===== src/bknc_pkg.sv =====
// Package for the block keyword nesting checker.
// Holds statement kind codes, status codes, the stack entry layout and the rule table.
// No dependencies.
`default_nettype none

package bknc_pkg;

    localparam int KIND_W = 5;
    localparam int LINE_W = 16;
    localparam int STATUS_W = 3;
    localparam int STACK_DEPTH_DEF = 64;

    localparam logic [KIND_W-1:0] K_NONE      = 5'd0;
    localparam logic [KIND_W-1:0] K_FOR       = 5'd1;
    localparam logic [KIND_W-1:0] K_IF        = 5'd2;
    localparam logic [KIND_W-1:0] K_ELIF      = 5'd3;
    localparam logic [KIND_W-1:0] K_ELSE      = 5'd4;
    localparam logic [KIND_W-1:0] K_WHILE     = 5'd5;
    localparam logic [KIND_W-1:0] K_REPEAT    = 5'd6;
    localparam logic [KIND_W-1:0] K_LOOP      = 5'd7;
    localparam logic [KIND_W-1:0] K_CASE      = 5'd8;
    localparam logic [KIND_W-1:0] K_WHEN      = 5'd9;
    localparam logic [KIND_W-1:0] K_OTHERWISE = 5'd10;
    localparam logic [KIND_W-1:0] K_TRAP      = 5'd11;
    localparam logic [KIND_W-1:0] K_HANDLER   = 5'd12;
    localparam logic [KIND_W-1:0] K_PROC      = 5'd13;
    localparam logic [KIND_W-1:0] K_FUNC      = 5'd14;
    localparam logic [KIND_W-1:0] K_ENDFOR    = 5'd15;
    localparam logic [KIND_W-1:0] K_ENDIF     = 5'd16;
    localparam logic [KIND_W-1:0] K_ENDWHILE  = 5'd17;
    localparam logic [KIND_W-1:0] K_UNTIL     = 5'd18;
    localparam logic [KIND_W-1:0] K_ENDLOOP   = 5'd19;
    localparam logic [KIND_W-1:0] K_ENDCASE   = 5'd20;
    localparam logic [KIND_W-1:0] K_ENDTRAP   = 5'd21;
    localparam logic [KIND_W-1:0] K_ENDPROC   = 5'd22;
    localparam logic [KIND_W-1:0] K_ENDFUNC   = 5'd23;

    typedef enum logic [STATUS_W-1:0] {
        ST_OK           = 3'd0,
        ST_UNEXPECTED   = 3'd1,
        ST_MISMATCH     = 3'd2,
        ST_UNTERMINATED = 3'd3,
        ST_TOO_DEEP     = 3'd4,
        ST_HALTED       = 3'd5
    } status_t;

    typedef enum logic [1:0] {
        OP_HOLD = 2'd0,
        OP_PUSH = 2'd1,
        OP_POP  = 2'd2
    } cell_op_t;

    typedef struct packed {
        logic [KIND_W-1:0] opener_kind;
        logic [KIND_W-1:0] expect_kind;
        logic [LINE_W-1:0] line;
    } entry_t;

    typedef struct packed {
        cell_op_t op;
        logic     replace;
        entry_t   new_entry;
    } stack_ctl_t;

    typedef struct packed {
        logic              linked;
        logic [LINE_W-1:0] opener_line;
        status_t           status;
        logic [LINE_W-1:0] error_line;
        logic [KIND_W-1:0] reported_kind;
        logic              scan_done;
    } res_t;

    typedef struct packed {
        logic [KIND_W-1:0] pushes;
        logic [KIND_W-1:0] expect1;
        logic [KIND_W-1:0] expect2;
        logic              shortable;
        logic              bodiless;
    } rule_t;

    function automatic rule_t rule_lookup(input logic [KIND_W-1:0] kind);
        rule_t r;
        r = '{pushes: K_NONE, expect1: K_NONE, expect2: K_NONE, shortable: 1'b0,
              bodiless: 1'b0};
        case (kind)
            K_FOR:       begin r.pushes = K_ENDFOR;   r.shortable = 1'b1; end
            K_IF:        begin r.pushes = K_ELIF;     r.shortable = 1'b1; end
            K_ELIF:      begin r.pushes = K_ELIF;     r.expect1 = K_ELIF; end
            K_ELSE:      begin r.pushes = K_ENDIF;    r.expect1 = K_ELIF; end
            K_WHILE:     begin r.pushes = K_ENDWHILE; r.shortable = 1'b1; end
            K_REPEAT:    begin r.pushes = K_UNTIL;    r.shortable = 1'b1; end
            K_LOOP:      r.pushes = K_ENDLOOP;
            K_CASE:      r.pushes = K_WHEN;
            K_WHEN:      begin r.pushes = K_WHEN;     r.expect1 = K_WHEN; end
            K_OTHERWISE: begin r.pushes = K_ENDCASE;  r.expect1 = K_WHEN; end
            K_TRAP:      begin r.pushes = K_HANDLER;  r.bodiless = 1'b1; end
            K_HANDLER:   begin r.pushes = K_ENDTRAP;  r.expect1 = K_HANDLER; end
            K_PROC:      begin r.pushes = K_ENDPROC;  r.bodiless = 1'b1; end
            K_FUNC:      begin r.pushes = K_ENDFUNC;  r.bodiless = 1'b1; end
            K_ENDFOR:    r.expect1 = K_ENDFOR;
            K_ENDIF:     begin r.expect1 = K_ENDIF;   r.expect2 = K_ELIF; end
            K_ENDWHILE:  r.expect1 = K_ENDWHILE;
            K_UNTIL:     r.expect1 = K_UNTIL;
            K_ENDLOOP:   r.expect1 = K_ENDLOOP;
            K_ENDCASE:   begin r.expect1 = K_ENDCASE; r.expect2 = K_WHEN; end
            K_ENDTRAP:   begin r.expect1 = K_ENDTRAP; r.expect2 = K_HANDLER; end
            K_ENDPROC:   r.expect1 = K_ENDPROC;
            K_ENDFUNC:   r.expect1 = K_ENDFUNC;
            default:     r.pushes = K_NONE;
        endcase
        return r;
    endfunction

endpackage

`default_nettype wire


===== src/bknc_cell.sv =====
// One cell of the nesting stack: holds a single entry.
// Loads from the cell above on a push, from the cell below on a pop. Uses bknc_pkg.
`default_nettype none

module bknc_cell (
    input  wire logic              clk,
    input  wire bknc_pkg::cell_op_t op,
    input  wire bknc_pkg::entry_t  above,
    input  wire bknc_pkg::entry_t  below,
    output bknc_pkg::entry_t       entry
);
    import bknc_pkg::*;

    entry_t entry_reg;
    entry_t entry_next;

    always_comb
    begin
        case (op)
            OP_PUSH: entry_next = above;
            OP_POP:  entry_next = below;
            default: entry_next = entry_reg;
        endcase
    end

    always_ff @(posedge clk)
    begin
        entry_reg <= entry_next;
    end

    assign entry = entry_reg;

endmodule

`default_nettype wire


===== src/bknc_ctrl.sv =====
// Rule decode, top-of-stack compare, stack count and halt flag of the nesting checker.
// Drives the cell chain and forms one result per request. Uses bknc_pkg.
`default_nettype none

module bknc_ctrl #(
    parameter int STACK_DEPTH = bknc_pkg::STACK_DEPTH_DEF
) (
    input  wire logic                          clk,
    input  wire logic                          rst_n,
    input  wire logic                          accept,
    input  wire logic [bknc_pkg::KIND_W-1:0]   kind,
    input  wire logic [bknc_pkg::LINE_W-1:0]   line,
    input  wire logic                          inline_body,
    input  wire logic                          no_body,
    input  wire logic                          last,
    input  wire bknc_pkg::entry_t              top_entry,
    input  wire bknc_pkg::entry_t              second_entry,
    output bknc_pkg::stack_ctl_t               ctl,
    output bknc_pkg::res_t                     res
);
    import bknc_pkg::*;

    localparam int CW = $clog2(STACK_DEPTH + 1);

    logic [CW-1:0] count_reg;
    logic [CW-1:0] count_next;
    logic          halted_reg;
    logic          halted_next;

    rule_t         rule;
    logic          pop;
    logic          push;
    logic          skip;
    logic [CW-1:0] count_after_pop;
    logic [CW-1:0] count_final;
    entry_t        new_entry;
    entry_t        new_top;
    status_t       status;
    logic [LINE_W-1:0] eline;
    logic [KIND_W-1:0] rkind;
    logic          linked;
    logic [LINE_W-1:0] opl;

    always_comb
    begin
        rule = rule_lookup(kind);
        pop = 1'b0;
        push = 1'b0;
        linked = 1'b0;
        opl = '0;
        status = ST_OK;
        eline = '0;
        rkind = '0;
        skip = (rule.shortable && inline_body) || (rule.bodiless && no_body);
        new_entry = '{opener_kind: kind, expect_kind: rule.pushes, line: line};

        if (halted_reg)
        begin
            status = ST_HALTED;
        end
        else if (rule.expect1 != K_NONE)
        begin
            if (count_reg == '0)
            begin
                status = ST_UNEXPECTED;
                eline = line;
            end
            else if (top_entry.expect_kind != rule.expect1 &&
                     top_entry.expect_kind != rule.expect2)
            begin
                status = ST_MISMATCH;
                eline = line;
                rkind = top_entry.expect_kind;
            end
            else
            begin
                pop = 1'b1;
                linked = 1'b1;
                opl = top_entry.line;
            end
        end

        count_after_pop = count_reg - {{(CW-1){1'b0}}, pop};

        if (!halted_reg && status == ST_OK && rule.pushes != K_NONE && !skip)
        begin
            if (count_after_pop == CW'(STACK_DEPTH))
            begin
                status = ST_TOO_DEEP;
                eline = line;
            end
            else
            begin
                push = 1'b1;
            end
        end

        count_final = count_after_pop + {{(CW-1){1'b0}}, push};

        if (push)
        begin
            new_top = new_entry;
        end
        else if (pop)
        begin
            new_top = second_entry;
        end
        else
        begin
            new_top = top_entry;
        end

        if (!halted_reg && status == ST_OK && last && count_final != '0)
        begin
            status = ST_UNTERMINATED;
            eline = new_top.line;
            rkind = new_top.opener_kind;
        end

        halted_next = halted_reg;
        count_next = count_reg;
        if (accept)
        begin
            if (last)
            begin
                halted_next = 1'b0;
                count_next = '0;
            end
            else
            begin
                halted_next = halted_reg || (status != ST_OK);
                count_next = count_final;
            end
        end

        ctl.new_entry = new_entry;
        ctl.replace = push && pop;
        if (!accept)
        begin
            ctl.op = OP_HOLD;
        end
        else if (push)
        begin
            ctl.op = OP_PUSH;
        end
        else if (pop)
        begin
            ctl.op = OP_POP;
        end
        else
        begin
            ctl.op = OP_HOLD;
        end

        res.linked = linked;
        res.opener_line = opl;
        res.status = status;
        res.error_line = eline;
        res.reported_kind = rkind;
        res.scan_done = last;
    end

    always_ff @(posedge clk or negedge rst_n)
    begin
        if (!rst_n)
        begin
            count_reg <= '0;
            halted_reg <= 1'b0;
        end
        else
        begin
            count_reg <= count_next;
            halted_reg <= halted_next;
        end
    end

    a_count_bound: assert property (@(posedge clk) disable iff (!rst_n)
        count_reg <= CW'(STACK_DEPTH))
        else $error("Stack count exceeds the stack depth.");

    a_last_clears: assert property (@(posedge clk) disable iff (!rst_n)
        accept && last |=> count_reg == '0 && !halted_reg)
        else $error("Final request did not clear the checker.");

    a_halt_frozen: assert property (@(posedge clk) disable iff (!rst_n)
        halted_reg |-> ctl.op == OP_HOLD)
        else $error("Stack moved while halted.");

    a_no_pop_empty: assert property (@(posedge clk) disable iff (!rst_n)
        count_reg == '0 |-> ctl.op != OP_POP && !ctl.replace)
        else $error("Pop requested on an empty stack.");

endmodule

`default_nettype wire


===== src/bknc_out_skid.sv =====
// Output register with a skid stage for the nesting checker results.
// Lets one further request enter while a result is stalled. Uses bknc_pkg.
`default_nettype none

module bknc_out_skid (
    input  wire logic           clk,
    input  wire logic           rst_n,
    input  wire logic           load,
    input  wire bknc_pkg::res_t res_in,
    input  wire logic           out_stall,
    output logic                out_valid,
    output bknc_pkg::res_t      res_out,
    output logic                full
);
    import bknc_pkg::*;

    logic out_valid_reg;
    logic skid_valid_reg;
    res_t out_res_reg;
    res_t skid_res_reg;
    logic out_free;

    assign out_free = !out_valid_reg || !out_stall;

    always_ff @(posedge clk or negedge rst_n)
    begin
        if (!rst_n)
        begin
            out_valid_reg <= 1'b0;
            skid_valid_reg <= 1'b0;
        end
        else if (out_free)
        begin
            out_valid_reg <= skid_valid_reg || load;
            skid_valid_reg <= 1'b0;
        end
        else if (load)
        begin
            skid_valid_reg <= 1'b1;
        end
    end

    always_ff @(posedge clk)
    begin
        if (out_free)
        begin
            out_res_reg <= skid_valid_reg ? skid_res_reg : res_in;
        end
        if (!out_free && load)
        begin
            skid_res_reg <= res_in;
        end
    end

    assign out_valid = out_valid_reg;
    assign res_out = out_res_reg;
    assign full = skid_valid_reg;

    a_skid_behind_out: assert property (@(posedge clk) disable iff (!rst_n)
        skid_valid_reg |-> out_valid_reg)
        else $error("Skid stage holds a result while the output is empty.");

    a_no_load_when_full: assert property (@(posedge clk) disable iff (!rst_n)
        skid_valid_reg |-> !load)
        else $error("Request taken while the skid stage is full.");

    a_skid_drains: assert property (@(posedge clk) disable iff (!rst_n)
        skid_valid_reg && !out_stall |=> !skid_valid_reg && out_valid_reg)
        else $error("Skid stage failed to drain into the output register.");

endmodule

`default_nettype wire


===== src/block_keyword_nesting_checker_unit.sv =====
// Block keyword nesting checker: one statement per request, one result per request.
// Results are registered in the output register, going via the skid stage while stalled.
// Throughput: one request per cycle unless in_stall; the cell chain shifts on push or pop.
// A stalled output holds one result and one more in a skid stage; in_stall rises then.
// Reset clears the stack count, halt flag and result valids; stack cells need no clearing.
// Depends on bknc_pkg, bknc_cell, bknc_ctrl and bknc_out_skid.
`default_nettype none

module block_keyword_nesting_checker_unit #(
    parameter int STACK_DEPTH = bknc_pkg::STACK_DEPTH_DEF
) (
    input  wire logic                            clk,
    input  wire logic                            rst_n,
    input  wire logic                            in_valid,
    output logic                                 in_stall,
    input  wire logic [bknc_pkg::KIND_W-1:0]     statement_kind,
    input  wire logic [bknc_pkg::LINE_W-1:0]     line_number,
    input  wire logic                            inline_body,
    input  wire logic                            no_body,
    input  wire logic                            last,
    output logic                                 out_valid,
    input  wire logic                            out_stall,
    output logic                                 linked,
    output logic [bknc_pkg::LINE_W-1:0]          opener_line,
    output logic [bknc_pkg::STATUS_W-1:0]        status,
    output logic [bknc_pkg::LINE_W-1:0]          error_line,
    output logic [bknc_pkg::KIND_W-1:0]          reported_kind,
    output logic                                 scan_done
);
    import bknc_pkg::*;

    logic       accept;
    logic       skid_full;
    stack_ctl_t ctl;
    res_t       res;
    res_t       res_q;
    entry_t     cells [STACK_DEPTH];

    assign in_stall = skid_full;
    assign accept = in_valid && !skid_full;

    bknc_ctrl #(
        .STACK_DEPTH(STACK_DEPTH)
    ) u_ctrl (
        .clk(clk),
        .rst_n(rst_n),
        .accept(accept),
        .kind(statement_kind),
        .line(line_number),
        .inline_body(inline_body),
        .no_body(no_body),
        .last(last),
        .top_entry(cells[0]),
        .second_entry(cells[1]),
        .ctl(ctl),
        .res(res)
    );

    for (genvar i = 0; i < STACK_DEPTH; i++)
    begin : g_cell
        cell_op_t cell_op;
        entry_t   above;
        entry_t   below;

        if (i == 0)
        begin : g_head
            assign cell_op = ctl.op;
            assign above = ctl.new_entry;
        end
        else
        begin : g_body
            assign cell_op = ctl.replace ? OP_HOLD : ctl.op;
            assign above = cells[i-1];
        end

        if (i == STACK_DEPTH - 1)
        begin : g_tail
            assign below = cells[i];
        end
        else
        begin : g_mid
            assign below = cells[i+1];
        end

        bknc_cell u_cell (
            .clk(clk),
            .op(cell_op),
            .above(above),
            .below(below),
            .entry(cells[i])
        );
    end

    bknc_out_skid u_out (
        .clk(clk),
        .rst_n(rst_n),
        .load(accept),
        .res_in(res),
        .out_stall(out_stall),
        .out_valid(out_valid),
        .res_out(res_q),
        .full(skid_full)
    );

    assign linked = res_q.linked;
    assign opener_line = res_q.opener_line;
    assign status = res_q.status;
    assign error_line = res_q.error_line;
    assign reported_kind = res_q.reported_kind;
    assign scan_done = res_q.scan_done;

endmodule

`default_nettype wire

===== config.mk =====
export PLATFORM = sky130hd
export DESIGN_NAME = block_keyword_nesting_checker_unit
export DESIGN_NICKNAME = d
export VERILOG_FILES = /design/src/bknc_pkg.sv /design/src/bknc_cell.sv /design/src/bknc_ctrl.sv /design/src/bknc_out_skid.sv /design/src/block_keyword_nesting_checker_unit.sv
export SDC_FILE = /design/constraint.sdc
export NUM_CORES = 2
export LEC_CHECK = 0
export ABC_AREA = 1
export BUFFER_PORTS_ARGS = -buffer_cell sky130_fd_sc_hd__clkbuf_2
export CAP_MARGIN = 20
export CORE_UTILIZATION = 60
export CTS_BUF_LIST = sky130_fd_sc_hd__clkbuf_4
export DETAILED_ROUTE_END_ITERATION = 16
export PLACE_DENSITY = 0.76
export RECOVER_POWER = 25
export SYNTH_ARGS = -nofsm -noshare
export SYNTH_HDL_FRONTEND = slang
export SYNTH_SLANG_ARGS = --single-unit

===== constraint.sdc =====
create_clock -name clk -period 53.5 [get_ports clk]
set_input_delay 5.35 -clock clk [delete_from_list [all_inputs] [get_ports clk]]
set_output_delay 5.35 -clock clk [all_outputs]
set_load 0.03 [all_outputs]

# Yosys cells after proc, flatten, opt, wreduce, memory -nomap -nowiden
# Index checks and enable logic that the tools add are counted.
# word_totals
ff_bits,1758
in_bits,28
output_inout_bits,44
elab_cells,386
# classes
addsub,2
n_eq_ne,30
n_mux,108
n_reduce_logical,38
# ops
operator,n
26-bit case mux with 2 select lines,63
16-bit 2-to-1 mux,11
5-bit case mux with 12 select lines,2
26-bit 2-to-1 mux,2
42-bit 2-to-1 mux,1
5-bit by 4-bit == test with 1-bit output (second input constant),8
5-bit == test (second input constant),8
5-bit 2-to-1 mux,5
5-bit by 3-bit == test with 1-bit output (second input constant),4
3-bit 2-to-1 mux,6
1-bit logical AND,12
4-bit case mux with 3 select lines,1
1-bit 2-to-1 mux,11
5-bit by 2-bit == test with 1-bit output (second input constant),2
2-bit 2-to-1 mux,5
5-bit nonzero test,2
2-bit OR reduction,4
7-bit by 1-bit adder with 7-bit output,1
7-bit == test (second input constant),1
7-bit zero test,1
7-bit 2-to-1 mux,1
7-bit nonzero test,1
7-bit by 1-bit subtractor with 7-bit output,1
1-bit zero test,6
11 further kinds,19

# Logic depth before layout (Yosys ltp)
# depth
depth_word,22
mapped_depth,37
ltp_nobuf,28

# Cells and area by module
# Synthesis repeated with hierarchy kept, for this count alone.
# hier_totals
hier_cells,7908
hier_area_um2,80619.8
# modules_own_cells
module,instances,cells_each,area_per_inst_um2,seq_area_each_um2
bknc_cell,64,113,1173.6,780.7
bknc_out_skid,1,228,3236.9,2572.5
bknc_ctrl,1,442,2248.4,200.2
block_keyword_nesting_checker_unit,1,6,22.5,0.0

# Worst setup path before layout
# OpenSTA, ideal clock, no wires.
# synth_path
kind,in2reg
startpoint,input statement_kind[1] in the netlist's numbering
endpoint,"register g_cell[10].u_cell.entry_reg, in the netlist g_cell[10].u_cell.entry[0] (enable)"
setup_ns,1.946
t_arrival_ns,39.943
t_required_ns,51.554
setup_slack_ns,11.611
cell_stages,26
n_path_buf,3
cell_sequence,buf_4 > inv_2 > nand2_2 > nand2_2 > nand2_2 > nand2_2 > nand2_1 > o21ai_1 > nor2_1 > nand2_1 > nand2_1 > nand2_2 > inv_4 > buf_4 > ha_1 > ha_1 > or2_2 > nand2_1 > inv_1 > nor4_1 > nand3_1 > nand4_4 > clkbuf_1 > nand3_1 > ha_1 > inv_1
# synth_rtl
item,line_no,source
"start, declared",block_keyword_nesting_checker_unit.sv:16,"input wire logic [bknc_pkg::KIND_W-1:0] statement_kind,"
"end signal, assigned",bknc_cell.sv:28,entry_reg <= entry_next;
"end, declared",bknc_cell.sv:14,entry_t entry_reg;

==> results.ini <==
[worst_setup_path]
worstSetupPathType=in -> reg
start_kind=input pin
crit_path_frequent_cell=nand2_1
cp_num_buf_inv=8
worst-r2r-cell-count=21
regToRegEndpoint=g_cell[62].u_cell.entry[1]$_DFFE_PP_
crit_fanout=272
cpLargestDelayFamily=buffers and inverters
crit_path_end_kind=flip-flop
cp_slowest_cell=clkbuf_1
cp.arrival_ns=23.53
cp.required_ns=54.41
rrSetupSlack_ns=34.97
crit_path_max_incr_delay_ns=6.47
timing.rr.start=u_ctrl.count_reg[2]$_DFFE_PN0P_

[power_and_ir_drop]
switchingPower_mw=0.672
p_clk_frac=0.363
power_mw=2.91
power.density_nw_per_um2=36.1
vdd_drop_max_mv=0.0250
p_leak_nw=29.9
seq_power_share=0.575
power_frac_comb=0.062
sw_frac_of_total=0.231
intPower_mw=2.24

[synth]
synth_cell_type_count=45
synth-compound-area-share=0.114
ys_ff_latch=1758
synth_edf_count=1748
synth_most_common_cell=edfxtp_1
synth_ff_type=edfxtp_1
synthArstFlopShare=0.00569
synth_adder_area_share=0.00101
syn_area_per_cell_sq_um=11.1
synth_area_leaders=edfxtp_1 (71%), o21ai_0 (5.8%), nand2_1 (5.3%)
synthTopCellsByCount=edfxtp_1 (1,748), nand2_1 (1,043), o21ai_0 (861)
yosysWarnings=0
yosys.area.top_type=edfxtp_1
syn_nets=6723
yosysSeqAreaShare=0.711
synth_top_area_frac=0.707
synthCells=6689
synth_top_family_by_area=compound AO/OA/AOI/OAI gates
synth_area_sq_um=74200
synth.area.mux_share=0.00485
synth-simple-area-share=0.104
synth-xor-area-share=0.000826

[sta]
finalSetupViolations=0
fin_crit_ns=22.62
setup-tns-final_ns=0
slew_viol_final=1206
fin_ws_ns=30.88
finalHoldViolations=0
tightestPinTransition_ns=9.15
skew_ns=0.112
fmax_mhz=44.2
max-slew-margin-rel=-5.10
rsz0062_at_grt=no
fin_hold_ws_ns=0.437
min_period_over_period=0.423

[finish]
multi_input_area_sq_um=16600
fillers=9260
largest_register_ffs=1664
final_cells=8757
area_delta_synth_final_pct=8.58
drive_gt1_frac=0.112
seqCellArea_sq_um=52700
final_area_sq_um=80600
utilization=0.660
final_net_count=6908

[global_routing]
grt_pass1_wl_mm=202
grt_use_total=0.189
first_global_vias=44000
grt_overflow=0
grt_max_degree=293
antenna_found_initial=2

[clock_network]
ctsHoldBuffers=0
cts_tree=yes
cts_setup_buffers=0
cts.sinks=1758
root_buffer=clkbuf_4
cts.path.max_buffers=4
clk_latency_ns=1.27
numCtsBuffers=444
htree_levels=5
cts_resized=0
cts.clk_slew.worst_paths_ns=0.07

[route]
antenna_left=0
post-route-drc-count=0
wirelength_mm=120
vias=45600
wl_per_cell_microns=13.7
drt-initial-drc-count=3891
dr.pass1.iters=5
viasPerCell=5.21

[die]
rows=128
coreArea_sq_um=122000
initial_utilization=0.607
die_h_microns=354
pin_count=72
die_w_microns=354
die_area_sq_um=125000

[place]
gp_congestion=0.800
dp_hpwl_mm=68.6
dp_slack_ns=38.95
place_area_sq_um=75500
portBuffers=71
dp_cells=8042

[min_path]
holdPathEnd=g_cell[63].u_cell.entry[25]$_DFFE_PN_
hp-class=reg -> reg
hold_start=g_cell[62].u_cell.entry[25]$_DFFE_PP_
hold_path_depth=0

[flow_run]
cap_violations=13

[run_status]
failed_checks=capacitance limit, slew limit
outcome=complete, but fails checks

-- power by group through the flow --
| stage | clock [mW] | combinational, mW | sequential (mW) |
|---|---|---|---|
| after floorplan | 0 | 0.131 | 1.87 |
| after global placement | 0 | 0.178 | 1.70 |
| after global routing | 1.16 | 0.206 | 1.68 |
| after CTS | 1.09 | 0.186 | 1.67 |
| final | 1.05 | 0.182 | 1.67 |
| after detailed placement | 0 | 0.185 | 1.70 |
-- logic make-up (layout without fill, tap and decap cells) --
group                      Yosys count  count (layout)
DFF                               1758            1758
muxes                               32              32
adders and majority gates            6               6
buffers and inverters             1248            1685
and+or+nand+nor                   1958            1958
AOI/OAI and AO/OA                 1680            1680
other                                0               6
xor gates and xnor gates             7               7
-- worst reg2reg max path, cell delays in order, from the launching register on --
cell and delay, ns:
dfrtp_1 0.41, nor2_2 0.23, nand2_1 0.10, nor4_2 0.67, nor3_4 0.10, nand2_1 0.72
clkinvlp_2 1.30, ha_1 0.72, ha_1 0.26, or2_2 0.30, nand2_1 0.11, inv_1 0.07
nor4_1 0.23, nand3_1 0.18, nand4_1 1.07, nand3_1 0.32, inv_1 0.14, ha_1 1.68
clkbuf_1 6.49, buf_4 1.65, buf_4 0.99, mux2_2 0.49
-- layout by cell type, fill, tap and decap left out, types with 31 or more instances in the layout --
master / instances
edfxtp_1: 1748
inv_1: 854
o21ai_0: 864
clkbuf_1: 60
clkinv_1: 48
mux2_2: 32
nand3_1: 31
a21oi_1: 778
nor2_1: 816
clkbuf_4: 632
nand2_1: 1061
-- per-layer routing --
metal  up-vias  part of all wire  global-route usage
met1     21300              0.46               0.263
met4         0             0.024              0.0767
met3       262             0.035              0.0376
li1      23300                 -                   -
met2       692              0.48               0.296
met5         -                 0                   0
-- layout make-up --
type / count / share of cell area
diodes: 6 / 0.000186
well taps: 1625 / 0.0252
inverters: 863 / 0.0403
clock buffers: 632 / 0.0589
multi-input cells: 3683 / 0.206
clock inverters: 66 / 0.00461
repair buffers: 124 / 0.0105
flip-flops and latches: 1758 / 0.654
-- worst max-delay path by stage --
stage	start	end	cells after the start
floorplan	statement_kind[1]	g_cell[10].u_cell.entry[0]$_DFFE_PP_	26
global placement	statement_kind[2]	g_cell[42].u_cell.entry[24]$_DFFE_PP_	29
CTS	statement_kind[2]	g_cell[41].u_cell.entry[24]$_DFFE_PP_	27
finish	statement_kind[2]	g_cell[62].u_cell.entry[1]$_DFFE_PP_	28
detailed placement	statement_kind[2]	g_cell[42].u_cell.entry[24]$_DFFE_PP_	27
global route	statement_kind[2]	g_cell[62].u_cell.entry[1]$_DFFE_PP_	28
Power figures use the tool's default switching activity.
